$ cat src/rtl/sacs_row_ram.sv
`timescale 1ns / 1ps
// ============================================================================
// sacs_row_ram: simple dual-port RAM
// One write port and one read port, read data registered and held.
// ============================================================================
module sacs_row_ram #(
    parameter int W     = 8,
    parameter int DEPTH = 16
) (
    input  logic                     i_clk,
    input  logic                     i_we,
    input  logic [$clog2(DEPTH)-1:0] i_waddr,
    input  logic [W-1:0]             i_wdata,
    input  logic                     i_re,
    input  logic [$clog2(DEPTH)-1:0] i_raddr,
    output logic [W-1:0]             o_rdata
);
    logic [W-1:0] r_mem [DEPTH];
    logic [W-1:0] r_rdata;

    always_ff @(posedge i_clk) begin
        if (i_we) begin
            r_mem[i_waddr] <= i_wdata;
        end
    end

    always_ff @(posedge i_clk) begin
        if (i_re) begin
            r_rdata <= r_mem[i_raddr];
        end
    end

    assign o_rdata = r_rdata;
endmodule
$ cat config.mk
export PLATFORM = sky130hd
export DESIGN_NAME = sacs_row_ram
export DESIGN_NICKNAME = d
export VERILOG_FILES = /design/src/rtl/sacs_row_ram.sv
export SDC_FILE = /design/constraint.sdc
export NUM_CORES = 1
export LEC_CHECK = 0
export ABC_AREA = 1
export BUFFER_PORTS_ARGS = -buffer_cell sky130_fd_sc_hd__buf_4
export CORE_ASPECT_RATIO = 0.75
export CORE_MARGIN = 4
export CORE_UTILIZATION = 55
export CTS_BUF_LIST = sky130_fd_sc_hd__clkbuf_16
export CTS_CLUSTER_SIZE = 40
export DETAILED_ROUTE_END_ITERATION = 6
export PLACE_DENSITY = 0.75
export SLEW_MARGIN = 20
export SYNTH_ARGS = -nofsm -noshare
export SYNTH_HDL_FRONTEND = slang
export SYNTH_SLANG_ARGS = --single-unit
$ cat constraint.sdc
create_clock -name i_clk -period 1.1 [get_ports i_clk]
set_input_delay 0.22 -clock i_clk [delete_from_list [all_inputs] [get_ports i_clk]]
set_output_delay 0.22 -clock i_clk [all_outputs]
set_load 0.01 [all_outputs]
After elaboration in Yosys (flattened, before gate mapping)
Memories as Yosys holds them, arrays and structs flattened. A register that Yosys moved wholly into a read port is not among the register bits.
Cells that the tools add are included.
- bits in writable memories: 128
- logic and storage cells: 3
- register bits after elaboration: 0
- output and inout bits: 8
- memories kept: 1
- input bits: 19
- memory list (memory ; depth ; width ; read ports ; clocked after Yosys merged registers in ; write ports ; line ; source):
    r_mem ; 16 ; 8 ; 1 ; 1 ; 1 ; 18 ; logic [W-1:0] r_mem [DEPTH];
- muxes and demuxes: 2
- operators by type and width (operator ; number):
    1-bit two-way mux ; 2

Depth between registers and ports, before layout
- depth in word-level cells: 2
- mapped depth: 8
- depth with buffers taken out: 7

Least setup slack after synthesis
No wires, ideal clock.
- path kind: input-to-reg
- start point: input port i_waddr[3]
- end point: memory r_mem[4][0], enable pin
- arrival: 0.801 ns
- path buffers: 0
- setup time: 0.370 ns
- stages on the path: 2
- path slack: -0.071 ns
- data required time: 0.730 ns
- cells stage by stage: nand3b_1 -> nor2_1
- RTL lines (what ; line ; source):
    start, declared ; 12 ; input logic [$clog2(DEPTH)-1:0] i_waddr,
    end, declared ; 18 ;
Straight into the memory's write port.

Worst setup path after layout
- start point: register r_rdata[0], in the netlist o_rdata[0] (read register of r_mem)
- end point: output port o_rdata[0]
- RTL lines (what ; line ; source):
    start, declared ; 19 ; logic [W-1:0] r_rdata;
    end, declared ; 16 ; output logic [W-1:0] o_rdata
No word-level cell between the ends.

==> results.yml <==
cells_and_area:
  fill_cells: 683
  fin_util_pct: 70.5
  most-common-layout-cells: "nand2_1 (167), edfxtp_1 (136), inv_1 (97), nand3_1 (67), buf_4 (39)"
  final_nets: 623
  drive_gt1_share_pct: 21.6
  n_antenna_cell: 0
  final_common_cell: "nand2_1"
  area_growth_pct: 24.6
power:
  p_clk_share_pct: 48.3
  ir_drop_mv: 1.09
  power.internal_mw: 10.4
  power_mw: 13.1
  power_switching_mw: 2.70
  p_sw_share_pct: 20.6
  powerDensity_mw_per_mm2: 1800
  power_frac_seq_pct: 45.0
  leakage_nw: 3.14
  pwr-share-comb_pct: 6.7
setup_path:
  end_kind: "output port"
  path_cells: "buf_6"
  reg2reg_slack_ps: 0
  timing_worst_setup_path_type: "flop to output port"
  cp.buffers_inverters: 1
  max_stage_delay_ps: 440
  crit_fanout: 1
  crit_family: "flip-flops"
  critical_path.slowest_cell: "edfxtp_1"
  startpoint: "o_rdata[0]"
  critPathLaunchType: "flop"
  cp.arrival_ps: 1010
  rr_startpoint: "r_mem[0][5]"
  critPathRequiredTime_ps: 880
timing:
  period_needed_ps: 1230
  fmax_ghz: 0.813
  drv_slew: 0
  hold_ws_ps: 119
  setup_ws_ps: -130
  hold_viol: 0
  worst_pin_slew_ps: 437
  fin_skew_ps: 6.67
  fin_crit_sh_pct: 112
  rsz0062_at_grt: "yes"
  setup_viol: 8
  slew_headroom_pct: 70.8
min_path:
  min_path_type: "primary input to flop"
  hp-start: "i_wdata[3]"
synth:
  syn_inst: 551
  yosysSeqAreaShare_pct: 69.8
  synth_top_area_share_pct: 69.8
  yosysWarnings: 0
  synth_area_leaders: "edfxtp_1 (70%), nand2_1 (11%), nand3_1 (8.3%)"
  yosysUniqueCellTypes: 11
  syn_area_mm2: 0.00585
  avgSynthCellArea_um2: 10.6
  ys_seq_elements: 136
  synth_top_cell_by_area: "edfxtp_1"
  synth_fp_nets: 570
drt:
  first_pass_iters: 5
  wl_per_cell_um: 18.2
  vias: 4009
  drc: 0
  viasPerCell: 5.33
  ant_nets: 0
  drtIter0Drc: 480
  routed_wl_um: 13700
placed_design:
  pre_cts_ws_ps: -242
  io_buffers: 26
  finalWeightedCongestion: 0.860
  hpwl_um: 8340
die:
  dieHeight_um: 97.3
  die_w_um: 127
  ios: 27
  rows: 32
  core_area_mm2: 0.0103
  design.die.area_mm2: 0.0124
  initial_core_util_pct: 56.6
global_route:
  grt_usage_pct: 22.7
  grt_max_degree: 37
  grt_pass1_wl_um: 21100
  first_global_vias: 3993
  grt_overflow: 0
  antenna_found_initial: 0
clock_tree:
  ctsRootBufferMaster: "clkbuf_16"
  post_cts_buffers: 0
  clock_latency_ps: 410
  clk_path_buf_depth: 2
  numCtsBuffers: 17
  cts.sinks: 136
  clk_pin_slew_ps: 60
  htreeDepth: 4
  cts_tree: "yes"
flow_run:
  drv_cap: 0
status:
  status: "complete, but fails checks"
  failed_checks: "setup timing"
what timing repair did:
action | in CTS | in global routing
resized for setup | 10 | 37
endpoints found under the setup margin | 12 | 16
pin swaps | 3 | 32
hold buffers | 0 | 0
power groups by stage:
stage          logic, mW  registers, mW  clock network (mW)
2_1_floorplan      0.413           5.99                   0
3_3_place_gp       0.766           5.98                   0
3_5_place_dp       0.790           5.99                   0
4_1_cts            0.820           5.88                6.36
5_1_grt            0.958           5.89                6.60
6_report           0.877           5.89                6.32
path summary, 6_finish.rpt:
| kind | endpoint | cells after the start |
|---|---|---|
| setup / recovery | o_rdata[0] | 1 |
| hold / removal | r_mem[13][3] | 1 |
| setup reg to reg | o_rdata[5] | 6 |
| hold reg to reg | o_rdata[2] | 6 |
routing by layer:
layer  track usage, %  vias to the layer above  share of wire [%]
met4             7.58                        0                1.4
met2             35.7                      165                 48
li1                 -                     1884                  -
met3             6.32                       18                7.4
met1             30.6                     1942                 43
met5                0                        -                  0
state kept, by name (all words and copies together) (netlist names):
signal   cells
r_mem      128
o_rdata      8
cell type report:
type	instances	area (µm²)	area share, %
flip-flops and latches	136	4080	56.0
multi-input cells	289	1390	19.1
repair buffers	58	603	8.28
clock buffers	17	425	5.84
inverters	102	383	5.25
clock inverters	14	230	3.16
well taps	136	170	2.34
per-stage QoR:
step           cells  cell area, µm²  TNS [ps]
2_1_floorplan    551            5860     -6080
5_1_grt          752            7290     -1200
3_3_place_gp     721            6440     -8920
4_1_cts          752            7130      -836
6_report         752            7290      -725
3_5_place_dp     721            6440    -12540
synth_stat cells:
| cell | number |
|---|---|
| nand3_1 | 97 |
| inv_1 | 100 |
| buf_1 | 1 |
| nand2_1 | 173 |
| inv_2 | 2 |
| nor2_1 | 17 |
| buf_6 | 6 |
| nand3b_1 | 2 |
| edfxtp_1 | 136 |
| buf_2 | 13 |
| buf_4 | 4 |
cells by family after synthesis:
logic type / count (synthesis) / synth area share (%)
buffers and inverters: 126 / 9.39
flip-flops: 136 / 69.8
AND/OR/NAND/NOR: 289 / 20.8
Note: power is estimated with default switching activity, not from simulation.
